[src/rtl/ahhrf_pkg.sv]
// ----------------------------------------------------------------------------
// ahhrf_pkg
// Types, character codes and digit conversion for the hex HID report framer.
// ----------------------------------------------------------------------------
package ahhrf_pkg;

  localparam logic [7:0] CHAR_ZERO   = 8'h30;
  localparam logic [7:0] CHAR_ONE    = 8'h31;
  localparam logic [7:0] CHAR_TWO    = 8'h32;
  localparam logic [7:0] CHAR_THREE  = 8'h33;
  localparam logic [7:0] ALPHA_LIMIT = 8'h40;
  localparam logic [7:0] NUM_BASE    = 8'h30;
  localparam logic [7:0] ALPHA_BASE  = 8'h37;
  localparam logic [7:0] ALPHA_BASE2 = 8'd110;
  localparam logic [7:0] ALPHA_BASE3 = 8'd165;
  localparam logic [7:0] ALPHA_BASE4 = 8'd220;

  localparam logic [1:0] KIND_KEYBOARD = 2'd1;
  localparam logic [1:0] KIND_MEDIA    = 2'd2;
  localparam logic [1:0] KIND_MOUSE    = 2'd3;

  localparam int QUEUE_DEPTH = 4;
  localparam int QUEUE_AW    = 2;

  typedef struct packed {
    logic [7:0] data;
    logic       last;
    logic       bad;
    logic       rel_follow;
    logic [1:0] rel_kind;
    logic [3:0] rel_zeros;
  } cmd_t;

  typedef struct packed {
    logic empty;
    logic full;
  } q_status_t;

  typedef struct packed {
    logic busy;
    logic out_valid;
  } back_status_t;

  function automatic logic [5:0] digit_value(input logic [7:0] c);
    logic [7:0] r;
    if (c < ALPHA_LIMIT) begin
      r = (c >= NUM_BASE) ? c - NUM_BASE : c;
    end else if (c >= ALPHA_BASE4) begin
      r = c - ALPHA_BASE4;
    end else if (c >= ALPHA_BASE3) begin
      r = c - ALPHA_BASE3;
    end else if (c >= ALPHA_BASE2) begin
      r = c - ALPHA_BASE2;
    end else begin
      r = c - ALPHA_BASE;
    end
    return r[5:0];
  endfunction

endpackage

[src/rtl/ahhrf_front.sv]
// ----------------------------------------------------------------------------
// ahhrf_front
// Command parser: hold flag, report type, hex digit pairs to report bytes.
// ----------------------------------------------------------------------------
module ahhrf_front #(
  parameter int KEYBOARD_BYTES = 9,
  parameter int MOUSE_BYTES    = 5,
  parameter int MEDIA_BYTES    = 2
) (
  input  logic              clk,
  input  logic              rst,
  input  logic              accept,
  input  logic [7:0]        char_in,
  input  logic              cmd_start,
  output logic              wr_en,
  output ahhrf_pkg::cmd_t   wr_data
);

  localparam logic [3:0] KB_SIZE    = 4'(KEYBOARD_BYTES);
  localparam logic [3:0] MOUSE_SIZE = 4'(MOUSE_BYTES);
  localparam logic [3:0] MEDIA_SIZE = 4'(MEDIA_BYTES);

  typedef enum logic [1:0] {
    PH_FLAG,
    PH_TYPE,
    PH_HIGH,
    PH_LOW
  } phase_t;

  phase_t     phase, phase_next;
  logic       hold, hold_next;
  logic [1:0] kind, kind_next;
  logic [3:0] size, size_next;
  logic [3:0] left, left_next;
  logic [7:0] high, high_next;
  logic [5:0] dv;
  logic [3:0] left_dec;

  assign dv       = ahhrf_pkg::digit_value(char_in);
  assign left_dec = left - 4'd1;

  always_comb begin
    phase_next = phase;
    hold_next  = hold;
    kind_next  = kind;
    size_next  = size;
    left_next  = left;
    high_next  = high;
    wr_en      = 1'b0;
    wr_data    = '0;
    if (accept) begin
      if (cmd_start || phase == PH_FLAG) begin
        hold_next  = (char_in != ahhrf_pkg::CHAR_ZERO);
        phase_next = PH_TYPE;
      end else begin
        case (phase)
          PH_TYPE: begin
            wr_en = 1'b1;
            case (char_in)
              ahhrf_pkg::CHAR_ONE: begin
                kind_next = ahhrf_pkg::KIND_KEYBOARD;
                size_next = KB_SIZE;
              end
              ahhrf_pkg::CHAR_TWO: begin
                kind_next = ahhrf_pkg::KIND_MEDIA;
                size_next = MEDIA_SIZE;
              end
              ahhrf_pkg::CHAR_THREE: begin
                kind_next = ahhrf_pkg::KIND_MOUSE;
                size_next = MOUSE_SIZE;
              end
              default: begin
                wr_data.bad  = 1'b1;
              end
            endcase
            if (wr_data.bad) begin
              wr_data.last = 1'b1;
              phase_next   = PH_FLAG;
            end else begin
              left_next    = size_next - 4'd1;
              wr_data.data = {6'b0, kind_next};
              wr_data.last = (left_next == 4'd0);
              phase_next   = (left_next == 4'd0) ? PH_FLAG : PH_HIGH;
            end
          end
          PH_HIGH: begin
            high_next  = {dv[3:0], 4'h0};
            phase_next = PH_LOW;
          end
          PH_LOW: begin
            wr_en              = 1'b1;
            left_next          = left_dec;
            wr_data.data       = high + {2'b0, dv};
            wr_data.last       = (left_dec == 4'd0);
            wr_data.rel_follow = (left_dec == 4'd0) && !hold;
            wr_data.rel_kind   = kind;
            wr_data.rel_zeros  = size - 4'd1;
            phase_next         = (left_dec == 4'd0) ? PH_FLAG : PH_HIGH;
          end
          default: begin
            phase_next = PH_FLAG;
          end
        endcase
      end
    end
  end

  always_ff @(posedge clk) begin
    if (rst) begin
      phase <= PH_FLAG;
      hold  <= 1'b0;
      kind  <= 2'd0;
      size  <= 4'd0;
      left  <= 4'd0;
      high  <= 8'd0;
    end else begin
      phase <= phase_next;
      hold  <= hold_next;
      kind  <= kind_next;
      size  <= size_next;
      left  <= left_next;
      high  <= high_next;
    end
  end

endmodule

[src/rtl/ahhrf_queue.sv]
// ----------------------------------------------------------------------------
// ahhrf_queue
// Short command queue between the parser and the report emitter.
// ----------------------------------------------------------------------------
module ahhrf_queue (
  input  logic                   clk,
  input  logic                   rst,
  input  logic                   wr_en,
  input  ahhrf_pkg::cmd_t        wr_data,
  input  logic                   rd_en,
  output ahhrf_pkg::cmd_t        rd_data,
  output ahhrf_pkg::q_status_t   status
);

  ahhrf_pkg::cmd_t                 mem [ahhrf_pkg::QUEUE_DEPTH];
  logic [ahhrf_pkg::QUEUE_AW-1:0] wr_ptr;
  logic [ahhrf_pkg::QUEUE_AW-1:0] rd_ptr;
  logic [ahhrf_pkg::QUEUE_AW:0]   count;

  assign rd_data      = mem[rd_ptr];
  assign status.empty = (count == '0);
  assign status.full  = (count == (ahhrf_pkg::QUEUE_AW+1)'(ahhrf_pkg::QUEUE_DEPTH));

  always_ff @(posedge clk) begin
    if (wr_en) begin
      mem[wr_ptr] <= wr_data;
    end
  end

  always_ff @(posedge clk) begin
    if (rst) begin
      wr_ptr <= '0;
      rd_ptr <= '0;
      count  <= '0;
    end else begin
      if (wr_en) begin
        wr_ptr <= wr_ptr + 1'b1;
      end
      if (rd_en) begin
        rd_ptr <= rd_ptr + 1'b1;
      end
      case ({wr_en, rd_en})
        2'b10:   count <= count + 1'b1;
        2'b01:   count <= count - 1'b1;
        default: count <= count;
      endcase
    end
  end

endmodule

[src/rtl/ahhrf_back.sv]
// ----------------------------------------------------------------------------
// ahhrf_back
// Report emitter: output register plus release report burst generator.
// ----------------------------------------------------------------------------
module ahhrf_back (
  input  logic                      clk,
  input  logic                      rst,
  input  logic                      pop,
  input  ahhrf_pkg::cmd_t           rd_data,
  input  ahhrf_pkg::q_status_t      q_status,
  output logic                      rd_en,
  output logic [7:0]                report_byte,
  output logic                      report_end,
  output logic                      is_release,
  output logic                      bad_type,
  output ahhrf_pkg::back_status_t   status
);

  logic       out_valid;
  logic       id_pending;
  logic [3:0] zeros_left;
  logic [1:0] burst_kind;
  logic       load;
  logic       busy;

  assign load             = !out_valid || pop;
  assign busy             = id_pending || (zeros_left != 4'd0);
  assign rd_en            = load && !busy && !q_status.empty;
  assign status.busy      = busy;
  assign status.out_valid = out_valid;

  always_ff @(posedge clk) begin
    if (rst) begin
      out_valid  <= 1'b0;
      id_pending <= 1'b0;
      zeros_left <= 4'd0;
    end else if (load) begin
      if (id_pending) begin
        out_valid   <= 1'b1;
        id_pending  <= 1'b0;
        report_byte <= {6'b0, burst_kind};
        report_end  <= (zeros_left == 4'd0);
        is_release  <= 1'b1;
        bad_type    <= 1'b0;
      end else if (zeros_left != 4'd0) begin
        out_valid   <= 1'b1;
        zeros_left  <= zeros_left - 4'd1;
        report_byte <= 8'h00;
        report_end  <= (zeros_left == 4'd1);
        is_release  <= 1'b1;
        bad_type    <= 1'b0;
      end else if (!q_status.empty) begin
        out_valid   <= 1'b1;
        id_pending  <= rd_data.rel_follow;
        zeros_left  <= rd_data.rel_follow ? rd_data.rel_zeros : 4'd0;
        burst_kind  <= rd_data.rel_kind;
        report_byte <= rd_data.data;
        report_end  <= rd_data.last;
        is_release  <= 1'b0;
        bad_type    <= rd_data.bad;
      end else begin
        out_valid <= 1'b0;
      end
    end
  end

endmodule

[src/rtl/ascii_hex_hid_report_framer_unit.sv]
// ----------------------------------------------------------------------------
// ascii_hex_hid_report_framer_unit
// Frames ASCII hex commands into HID report bytes, with release reports.
//
//   channel  ports                                             handshake
//   chars    char_in, cmd_start                                push / full
//   reports  report_byte, report_end, is_release, bad_type     pop / empty
//
// One character is taken per cycle while the command queue has room.
// Each report byte leaves through the output register, one per cycle
// while pop is held; a release report keeps the emitter busy while the
// four-entry queue soaks up parsed bytes. A report byte passes through
// the queue and then the output register on its way to the result ports.
// Synchronous reset empties the queue and output.
// ----------------------------------------------------------------------------
module ascii_hex_hid_report_framer_unit #(
  parameter int KEYBOARD_BYTES = 9,
  parameter int MOUSE_BYTES    = 5,
  parameter int MEDIA_BYTES    = 2
) (
  input  logic       clk,
  input  logic       rst,
  input  logic       push,
  output logic       full,
  input  logic [7:0] char_in,
  input  logic       cmd_start,
  output logic       empty,
  input  logic       pop,
  output logic [7:0] report_byte,
  output logic       report_end,
  output logic       is_release,
  output logic       bad_type
);

  ahhrf_pkg::cmd_t         wr_data;
  ahhrf_pkg::cmd_t         rd_data;
  ahhrf_pkg::q_status_t    q_stat;
  ahhrf_pkg::back_status_t bk_stat;
  logic                    accept;
  logic                    wr_en;
  logic                    rd_en;

  assign full   = q_stat.full;
  assign accept = push && !q_stat.full;
  assign empty  = !bk_stat.out_valid;

  ahhrf_front #(
    .KEYBOARD_BYTES (KEYBOARD_BYTES),
    .MOUSE_BYTES    (MOUSE_BYTES),
    .MEDIA_BYTES    (MEDIA_BYTES)
  ) u_front (
    .clk       (clk),
    .rst       (rst),
    .accept    (accept),
    .char_in   (char_in),
    .cmd_start (cmd_start),
    .wr_en     (wr_en),
    .wr_data   (wr_data)
  );

  ahhrf_queue u_queue (
    .clk     (clk),
    .rst     (rst),
    .wr_en   (wr_en),
    .wr_data (wr_data),
    .rd_en   (rd_en),
    .rd_data (rd_data),
    .status  (q_stat)
  );

  ahhrf_back u_back (
    .clk         (clk),
    .rst         (rst),
    .pop         (pop),
    .rd_data     (rd_data),
    .q_status    (q_stat),
    .rd_en       (rd_en),
    .report_byte (report_byte),
    .report_end  (report_end),
    .is_release  (is_release),
    .bad_type    (bad_type),
    .status      (bk_stat)
  );

  a_error_shape: assert property (@(posedge clk) disable iff (rst)
    (!empty && bad_type) |-> (report_end && !is_release && report_byte == 8'h00))
    else $error("error item malformed");

  a_queue_drains: assert property (@(posedge clk) disable iff (rst)
    (!q_stat.empty && !bk_stat.busy && !bk_stat.out_valid) |=> !empty)
    else $error("queued item not moved to output");

  a_burst_start: assert property (@(posedge clk) disable iff (rst)
    $rose(bk_stat.busy) |-> (!empty && !is_release && report_end))
    else $error("release burst started without closing data item");

endmodule

[config.mk]
export PLATFORM = sky130hd
export DESIGN_NAME = ascii_hex_hid_report_framer_unit
export DESIGN_NICKNAME = d
export VERILOG_FILES = /design/src/rtl/ahhrf_pkg.sv /design/src/rtl/ahhrf_front.sv /design/src/rtl/ahhrf_queue.sv /design/src/rtl/ahhrf_back.sv /design/src/rtl/ascii_hex_hid_report_framer_unit.sv
export SDC_FILE = /design/constraint.sdc
export NUM_CORES = 1
export LEC_CHECK = 0
export BUFFER_PORTS_ARGS = -buffer_cell sky130_fd_sc_hd__buf_2
export CORE_UTILIZATION = 55
export DETAILED_ROUTE_END_ITERATION = 6
export PLACE_DENSITY = 0.77
export RECOVER_POWER = 25
export SLEW_MARGIN = 10
export SYNTH_ARGS = -nofsm -noshare
export SYNTH_HDL_FRONTEND = slang
export SYNTH_HIERARCHICAL = 1
export SYNTH_SLANG_ARGS = --single-unit
[constraint.sdc]
create_clock -name clk -period 4.4 [get_ports clk]
set_input_delay 1.32 -clock clk [delete_from_list [all_inputs] [get_ports clk]]
set_output_delay 1.32 -clock clk [all_outputs]
set_load 0.01 [all_outputs]
==> results.yml, run 1 <==
final_layout:
  antenna_cells: 0
  finish.net_count: 546
  design_area_um2: 6500
  area_growth_pct: 13.2
  drive_above_1_share_pct: 16.3
  instances_no_fill: 649
clocking:
  number_of_buffers_created_by_cts: 17
  post_cts_resized: 0
  cts_tree: "yes"
  cts_root_buf: "clkbuf_8"
  cts-hold-fix-buffers: 0
  clk-insertion-delay-late_ps: 510
  cts_setup_buffers: 0
  clkSlewWorstSetupHoldPaths_ps: 60
  clock_tree.htree_level_count: 4
  clk_path_buf_depth: 2
  numClockSinks: 113
placed_design:
  routabilityCongestion: 0.876
  numPlacedInstances: 617
  io_buffer_count: 25
  hpwl_mm: 7.35
  place_area_um2: 5960
global_routing:
  maximum_number_of_pins_on_one_net_before_global_route_repair: 36
  grt.total_usage_pct: 21.6
  globalRouteOverflowTotal: 0
  grt_pass1_wl_mm: 18.2
  initial_antenna_violation_count: 0
  number_of_global_route_vias_before_repair: 3691
floorplanning:
  num_rows: 36
  area_of_the_placeable_core_um2: 9950
  initial_utilization_pct: 57.7
  die_area_um2: 10900
  io-pin-count: 26
  die_x_um: 104
  die-height_um: 104
logic_synthesis:
  postSynthNetCount: 515
  yosysWarningCount: 6
  mappedNetlistArea_um2: 5740
  syn_inst: 472
  postSynthAreaPerCell_um2: 12.2
critical_path:
  crit_path_capture_type: "flip-flop"
  worst-path-max-fanout: 10
  cp.arrival_ps: 4110
  worstRegToRegCells: 10
  critPathRequiredTime_ps: 4720
  timing.setup.critical_path_class: "primary input to flip-flop"
  timing.rr.start: "u_queue/count[0]$_SDFFE_PP0P_"
  worst_r2r_endpoint: "u_queue/mem[1][12]$_DFFE_PP_"
  critical_path.startpoint_type: "primary input"
  reg2reg_setup_slack_ps: 1070
route:
  drt_iter0_markers: 272
  drc: 0
  detailroute.via_count: 3768
  route.detailed.wl_per_inst_um: 17.2
  post_drt_antenna_nets: 0
  post_drt_via_cell_ratio: 5.81
  routed_wirelength_mm: 11.2
  drtPass1Iterations: 5
timing:
  post-route-min-period_ps: 3790
  final-max-slew-violation-count: 0
  setup-violations-final: 0
  max_freq_mhz: 264
  hold_viol: 0
  min_period_over_period_pct: 86.1
  setup-tns-final_ps: 0
  worst-slew-pin-transition_ps: 971
  rsz0062_at_grt: "false"
  fin_skew_ps: 8.18
  max_slew_margin_pct: 35.1
hold_path:
  hold_path_startpoint: "u_front/kind[1]$_SDFFE_PP0P_"
  min_delay_worst_endpoint: "u_front/kind[1]$_SDFFE_PP0P_"
  worstHoldPathType: "flip-flop to flip-flop"
  min_delay_path_depth: 2
power_and_ir_drop:
  vdd.ir_drop.worst_mv: 0.270
  leakagePower_nw: 2.29
  power.density_nw_per_um2: 506
run:
  drv.max_cap_violation_count: 0
outcome:
  run_status: "finished, final reports clean"
## critical path, cell delays in order
cell and delay [ps]:
buf_2 160, inv_1 130, ha_1 300, nor2b_1 90, o21ai_1 270, and2_1 390, nor2_1 90, a31oi_1 220
xnor2_1 150, ha_1 190, inv_1 60, fa_1 370, xor2_1 160, nor2_1 200
## stage by stage
step | utilization (%) | power [mW] | hold WS, ps | setup slack, ps
detailed placement | 59.8 | 2.01 | 442 | 215
CTS | 65.6 | 3.33 | 461 | 697
global route | 65.3 | 3.44 | 487 | 404
floorplan | - | 1.86 | 432 | 678
global placement | 59.8 | 2.00 | 442 | 309
finish | 65.3 | 3.29 | 466 | 613
## how the worst max path moves through the flow
stage | startpoint | endpoint | slack (ps) | depth (start not counted)
after floorplan | char_in[2] | u_queue/mem[0][15]$_DFFE_PP_ | 680 | 10
after global placement | char_in[2] | u_queue/mem[2][15]$_DFFE_PP_ | 310 | 11
after detailed placement | char_in[1] | u_queue/mem[3][15]$_DFFE_PP_ | 220 | 14
after CTS | char_in[1] | u_queue/mem[3][15]$_DFFE_PP_ | 700 | 14
after global routing | char_in[1] | u_queue/mem[3][15]$_DFFE_PP_ | 400 | 14
final | char_in[1] | u_queue/mem[3][15]$_DFFE_PP_ | 610 | 14
## layout make-up
| type | count | area (µm²) |
|---|---|---|
| flip-flops and latches | 113 | 3070 |
| multi-input cells | 309 | 2400 |
| fillers | 743 | 3460 |
| repair buffers | 35 | 185 |
| clock buffers | 17 | 414 |
| well taps | 133 | 166 |
| inverters | 27 | 101 |
| clock inverters | 15 | 161 |
## metal layers
layer	track usage, %	part of all wire [%]	wire length [µm]	vias to the layer above
met2	35.5	49	5470	118
li1	-	-	-	1823
met1	28.1	46	5090	1814
met3	4.51	4.3	483	13
met5	0	0	0	-
met4	8.16	0.93	104	0
## state kept, by name (all words and copies together) (netlist names), named ones only
signal / cells
u_queue/rd_ptr: 2
u_queue/mem: 68
u_back/report_byte: 8
u_back/is_release: 1
u_back/report_end: 1
u_front/hold: 1
u_front/phase: 2
u_queue/count: 3
u_front/kind: 2
u_back/burst_kind: 2
u_queue/wr_ptr: 2
u_back/zeros_left: 4
u_front/left: 4
u_back/id_pending: 1
u_back/out_valid: 1
u_front/size: 4
u_front/high: 4
u_back/bad_type: 1
## report_power, final
part           leakage (nW)  switching, mW  internal, mW  total, mW
clock network         0.271          0.496         0.809       1.31
registers             0.943         0.0497          1.26       1.31
logic                  1.08          0.367         0.301      0.668
total                  2.29          0.912          2.37       3.29
## cell usage in the layout (no fill, tap or decap), types with 5 or more instances in the layout
| cell | instances |
|---|---|
| a211oi_1 | 7 |
| edfxtp_1 | 81 |
| o21ai_1 | 6 |
| clkbuf_16 | 16 |
| nor2_1 | 32 |
| and2_1 | 8 |
| buf_4 | 6 |
| nor3_1 | 7 |
| inv_1 | 26 |
| and3b_1 | 5 |
| nand2_1 | 37 |
| nand3_1 | 10 |
| buf_2 | 25 |
| nor2b_1 | 8 |
| mux4_1 | 7 |
| xnor2_1 | 9 |
| o21ai_0 | 13 |
| ha_1 | 28 |
| mux4_2 | 10 |
| dfxtp_1 | 32 |
| a21o_1 | 5 |
| xor2_1 | 6 |
| a21oi_1 | 29 |
| and3_1 | 12 |
No activity file was read; power rests on OpenSTA's default activity.
==> run 2, diff against run 1 <==
--- a/config.mk
+++ b/config.mk
@@ -5,10 +5,10 @@
 export SDC_FILE = /design/constraint.sdc
 export NUM_CORES = 1
 export LEC_CHECK = 0
-export BUFFER_PORTS_ARGS = -buffer_cell sky130_fd_sc_hd__buf_2
 export CORE_UTILIZATION = 55
 export DETAILED_ROUTE_END_ITERATION = 6
-export PLACE_DENSITY = 0.77
+export DONT_BUFFER_PORTS = 1
+export PLACE_DENSITY = 0.75
 export RECOVER_POWER = 25
 export SLEW_MARGIN = 10
 export SYNTH_ARGS = -nofsm -noshare
==> results.yml, run 2 (synthesis gave the netlist of run 1 again) <==
critical_path:
  worst-path-max-fanout: 10
  critPathRequiredTime_ps: 4710
  timing.rr.start: "u_queue/count[0]$_SDFFE_PP0P_"
  crit_path_capture_type: "flip-flop"
  timing.setup.critical_path_class: "primary input to flip-flop"
  critical_path.startpoint_type: "primary input"
  worst_r2r_endpoint: "u_queue/count[2]$_SDFFE_PP0P_"
  reg2reg_setup_slack_ps: 1220
  worstRegToRegCells: 14
  cp.arrival_ps: 3870
timing:
  setup-violations-final: 0
  post-route-min-period_ps: 3560
  holdWs_ps: 454
  worst-slew-pin-transition_ps: 1020
  rsz0062_at_grt: "false"
  hold_viol: 0
  setup-tns-final_ps: 0
  max_freq_mhz: 281
  max_slew_margin_pct: 31.7
  min_period_over_period_pct: 80.9
  fin_skew_ps: 8.16
  final-max-slew-violation-count: 0
hold_path:
  min_delay_worst_endpoint: "u_front/hold$_SDFFE_PP0P_"
  hold_path_startpoint: "u_front/hold$_SDFFE_PP0P_"
  worstHoldPathType: "flip-flop to flip-flop"
  min_delay_path_depth: 2
global_routing:
  maximum_number_of_pins_on_one_net_before_global_route_repair: 36
  grt.total_usage_pct: 22.8
  initial_antenna_violation_count: 0
  grt_pass1_wl_mm: 19.1
  number_of_global_route_vias_before_repair: 3792
  globalRouteOverflowTotal: 0
final_layout:
  registers.top_by_ff_count: "u_queue/mem"
  design_area_um2: 6360
  layout.cells.most_common: "edfxtp_1"
  final.fill_count: 728
  antenna_cells: 0
  largest_register_ffs: 68
  reg.largest.list: "u_queue/mem: 68 flops, u_back/report_byte: 8 flops"
  drive_above_1_share_pct: 10.8
  area_growth_pct: 10.8
  finish.net_count: 521
  finish.utilization_pct: 63.9
  most-common-layout-cells: "edfxtp_1, nand2_1, nor2_1, dfxtp_1, a21oi_1"
route:
  drt_iter0_markers: 336
  post_drt_antenna_nets: 0
  post_drt_via_cell_ratio: 6.00
  routed_wirelength_mm: 11.6
  detailroute.via_count: 3746
  route.detailed.wl_per_inst_um: 18.6
  drc: 0
  drtPass1Iterations: 5
floorplanning:
  io-pin-count: 26
  initial_utilization_pct: 57.7
  die-height_um: 104
  area_of_the_placeable_core_um2: 9950
  die_area_um2: 10900
  die_x_um: 104
  num_rows: 36
clocking:
  clk-insertion-delay-late_ps: 510
  cts_tree: "yes"
  number_of_buffers_created_by_cts: 17
  numClockSinks: 113
  clk_path_buf_depth: 2
  post_cts_resized: 0
  clock_tree.htree_level_count: 4
  cts_setup_buffers: 0
  cts_root_buf: "clkbuf_8"
  clkSlewWorstSetupHoldPaths_ps: 50
  cts-hold-fix-buffers: 0
power_and_ir_drop:
  totalPowerFinal_mw: 3.23
  intPower_mw: 2.38
  power.density_nw_per_um2: 508
  share_clk_of_total_power_pct: 40.0
  vdd.ir_drop.worst_mv: 0.286
  switching_share_pct: 26.4
  share_seq_of_total_power_pct: 41.8
  p_switching_mw: 0.854
  p_comb_share_pct: 18.2
  leakagePower_nw: 2.19
outcome:
  run_status: "finished, final reports clean"
placed_design:
  io_buffer_count: 0
  place_area_um2: 5830
  routabilityCongestion: 0.937
  hpwl_mm: 7.99
run:
  drv.max_cap_violation_count: 0
## run 2: cell types whose count changed in the layout (fill, tap and decap cells not counted)
cell	change
clkbuf_1	+2
clkinv_4	-3
inv_6	-3
clkinvlp_4	-2
bufinv_16	+1
buf_2	-25
clkinv_1	+4
clkinv_2	+1
## run 2: worst max path at each step
stage | cells after the start | endpoint | slack [ps] | start
after floorplan | 10 | u_queue/mem[0][15]$_DFFE_PP_ | 680 | char_in[2]
after global placement | 13 | u_queue/mem[2][15]$_DFFE_PP_ | 490 | char_in[1]
after detailed placement | 11 | u_queue/mem[1][15]$_DFFE_PP_ | 390 | char_in[1]
after CTS | 11 | u_queue/mem[1][15]$_DFFE_PP_ | 910 | char_in[1]
after global routing | 13 | u_queue/mem[3][15]$_DFFE_PP_ | 630 | char_in[1]
final | 11 | u_queue/mem[2][15]$_DFFE_PP_ | 840 | char_in[1]
## run 2: layer usage
| metal | share of wire, % | up-vias | routed length [µm] | track usage [%] |
|---|---|---|---|---|
| li1 | - | 1768 | - | - |
| met1 | 43 | 1822 | 4990 | 28.8 |
| met2 | 49 | 133 | 5700 | 37.6 |
| met3 | 5.7 | 23 | 658 | 4.89 |
| met4 | 2.1 | 0 | 249 | 10.6 |
| met5 | 0 | - | 0 | 0 |
## run 2: final cells by class
cell class              instances  area (µm²)  share of cell area (%)
flip-flops and latches        113        3070                    48.3
multi-input cells             309        2400                    37.7
repair buffers                 10        60.1                   0.944
well taps                     133         166                    2.62
clock inverters                13         144                    2.26
inverters                      27         101                    1.59
clock buffers                  19         422                    6.63
## run 2: power groups by stage
stage	Sequential [mW]	Combinational, mW	Clock [mW]
2_1_floorplan	1.35	0.504	0
3_3_place_gp	1.36	0.575	0
3_5_place_dp	1.37	0.597	0
4_1_cts	1.35	0.607	1.31
5_1_grt	1.36	0.658	1.36
6_report	1.35	0.590	1.29
## run 2: metrics by stage
stage	std cells	setup WS [ps]
floorplan	472	678
global placement	592	490
detailed placement	592	392
CTS	624	910
global route	624	632
finish	624	838
## run 2: worst max-delay path, stage by stage
cell and delay (ps):
inv_1 110, ha_1 320, nor2b_1 90, o21ai_1 250, and2_1 380, a22oi_1 170, mux2_4 330, and2_4 140
fa_1 400, xor2_1 150, nor2_1 210
==> run 3, diff against run 2 <==
--- a/config.mk
+++ b/config.mk
@@ -8,7 +8,7 @@
 export CORE_UTILIZATION = 55
 export DETAILED_ROUTE_END_ITERATION = 6
 export DONT_BUFFER_PORTS = 1
-export PLACE_DENSITY = 0.75
+export PLACE_DENSITY = 0.78
 export RECOVER_POWER = 25
 export SLEW_MARGIN = 10
 export SYNTH_ARGS = -nofsm -noshare
==> constraint.sdc (replaced) <==
create_clock -name clk -period 2.9 [get_ports clk]
set_input_delay 0.87 -clock clk [delete_from_list [all_inputs] [get_ports clk]]
set_output_delay 0.87 -clock clk [all_outputs]
set_load 0.01 [all_outputs]
==> results.yml, run 3 (synthesis gave the netlist of run 1 again) <==
run:
  drv.max_cap_violation_count: 0
timing:
  max_freq_mhz: 355
  hold_viol: 0
  final-max-slew-violation-count: 0
  setup-violations-final: 0
  post-route-min-period_ps: 2810
  fin_skew_ps: 9.96
  max_slew_margin_pct: 26.9
  min_period_over_period_pct: 97.0
  setup-tns-final_ps: 0
  setup_slack_of_the_critical_path_after_layout_ps: 86.6
  worst-slew-pin-transition_ps: 1090
critical_path:
  crit_path_capture_type: "flip-flop"
  critPathMaxStageDelay_ps: 380
  worst_r2r_endpoint: "u_queue/count[2]$_SDFFE_PP0P_"
  cp.arrival_ps: 3120
  timing.rr.start: "u_back/zeros_left[0]$_SDFFE_PP0P_"
  reg2reg_setup_slack_ps: 140
  sequence_of_cells_on_the_critical_path: "ha_4, a311o_1, a21oi_2, o21ai_1, a22oi_2, mux2_4, and2_4, fa_2, xor2_1, nor2_1"
  critical_path.slowest_cell: "a311o_1"
  worst-path-max-fanout: 10
  critPathLaunch: "char_in[2]"
  critPathTopFamily: "compound AO/OA/AOI/OAI gates"
  critPathRequiredTime_ps: 3210
  worstRegToRegCells: 11
  critical_path.startpoint_type: "primary input"
  path_buf_inv: 0
  timing.setup.critical_path_class: "primary input to flip-flop"
final_layout:
  drive_above_1_share_pct: 23.6
  instances_no_fill: 666
  design_area_um2: 6850
  reg.largest.list: "u_queue/mem: 68 flops, u_back/report_byte: 8 flops"
  largest_register_ffs: 68
  multi_input_comb_area_um2: 2520
  final.fill_count: 691
  registers.top_by_ff_count: "u_queue/mem"
  flip_flop_and_latch_area_um2: 3070
  area_growth_pct: 19.3
  layout.cells.most_common: "edfxtp_1"
  finish.net_count: 564
  antenna_cells: 0
  most-common-layout-cells: "edfxtp_1, buf_4, nand2_1"
placed_design:
  numPlacedInstances: 635
  io_buffer_count: 0
  routabilityCongestion: 0.870
  place_area_um2: 6270
  place_worst_setup_slack_ps: -400
  hpwl_mm: 8.29
global_routing:
  grt_pass1_wl_mm: 19.9
  number_of_global_route_vias_before_repair: 3929
  globalRouteOverflowTotal: 0
  initial_antenna_violation_count: 0
  maximum_number_of_pins_on_one_net_before_global_route_repair: 36
  grt.total_usage_pct: 24.1
clocking:
  clkSlewWorstSetupHoldPaths_ps: 60
  number_of_buffers_created_by_cts: 17
  numClockSinks: 113
  clock_tree.htree_level_count: 4
  cts_tree: "yes"
  cts_setup_buffers: 0
  cts_root_buf: "clkbuf_8"
  clk_path_buf_depth: 2
  clk-insertion-delay-late_ps: 510
floorplanning:
  num_rows: 36
  die_x_um: 104
  initial_utilization_pct: 57.7
  area_of_the_placeable_core_um2: 9950
  io-pin-count: 26
  die_area_um2: 10900
  die-height_um: 104
power_and_ir_drop:
  vdd.ir_drop.worst_mv: 0.557
  intPower_mw: 3.62
  p_comb_share_pct: 20.1
  leakagePower_nw: 2.42
  share_seq_of_total_power_pct: 40.6
  switching_share_pct: 28.2
  power.density_nw_per_um2: 737
  totalPowerFinal_mw: 5.05
  p_switching_mw: 1.42
  share_clk_of_total_power_pct: 39.4
route:
  post_drt_via_cell_ratio: 5.94
  detailroute.via_count: 3959
  post_drt_antenna_nets: 0
  drt_iter0_markers: 324
  routed_wirelength_mm: 12.3
  route.detailed.wl_per_inst_um: 18.4
  drc: 0
  drtPass1Iterations: 5
hold_path:
  min_delay_worst_endpoint: "u_back/id_pending$_SDFFE_PP0P_"
  hold_path_startpoint: "rst"
  min_delay_path_depth: 1
  worstHoldPathType: "primary input to flip-flop"
outcome:
  run_status: "finished, final reports clean"
run 3: cell count changes in the layout (fill, tap and decap cells not counted), sizes merged:
cell | before | now
bufinv | 3 | 2
inv | 27 | 32
clkbuf | 23 | 19
buf | 6 | 51
clkinv | 8 | 2
clkinvlp | 2 | 5
run 3: final cells by class:
cell class                 instances  share of cell area (%)
clock buffer                      17                    6.05
clock inverter                    14                    2.27
inverter                          27                    1.52
multi-input combinational        309                    36.8
sequential                       113                    44.9
tap                              133                    2.43
timing repair buffer              53                    6.07
run 3: power groups by stage:
| stage | logic, mW | registers [mW] | clock network, mW |
|---|---|---|---|
| final | 1.01 | 2.05 | 1.99 |
| after global routing | 1.10 | 2.06 | 2.09 |
| after CTS | 1.00 | 2.05 | 2.00 |
| after detailed placement | 0.988 | 2.08 | 0 |
| after global placement | 0.932 | 2.07 | 0 |
| after floorplan | 0.775 | 2.05 | 0 |
run 3: timing repair:
| action | in CTS | in global routing |
|---|---|---|
| gates resized for setup | 0 | 3 |
| hold buffers | 0 | 0 |
| setup endpoints to repair | 0 | 5 |
run 3: worst max-delay path by stage:
| stage | end | depth (start not counted) |
|---|---|---|
| after floorplan | u_queue/mem[0][14]$_DFFE_PP_ | 13 |
| after global placement | u_queue/mem[2][16]$_DFFE_PP_ | 12 |
| after detailed placement | u_queue/mem[0][15]$_DFFE_PP_ | 12 |
| after CTS | u_queue/mem[0][15]$_DFFE_PP_ | 12 |
| after global routing | u_queue/count[2]$_SDFFE_PP0P_ | 11 |
| final | u_queue/mem[0][15]$_DFFE_PP_ | 10 |
run 3: per-layer routing:
metal / track usage (%) / vias to the layer above / routed length (µm)
li1: - / 1867 / -
met4: 7.86 / 0 / 142
met3: 6.52 / 18 / 616
met1: 31.3 / 1938 / 5340
met5: 0 / - / 0
met2: 39.3 / 136 / 6170
run 3: through the flow:
step / util, % / hold slack [ps]
floorplan: - / 432
global placement: 63.0 / 435
detailed placement: 63.0 / 446
CTS: 68.7 / 407
global route: 68.8 / 391
finish: 68.8 / 421
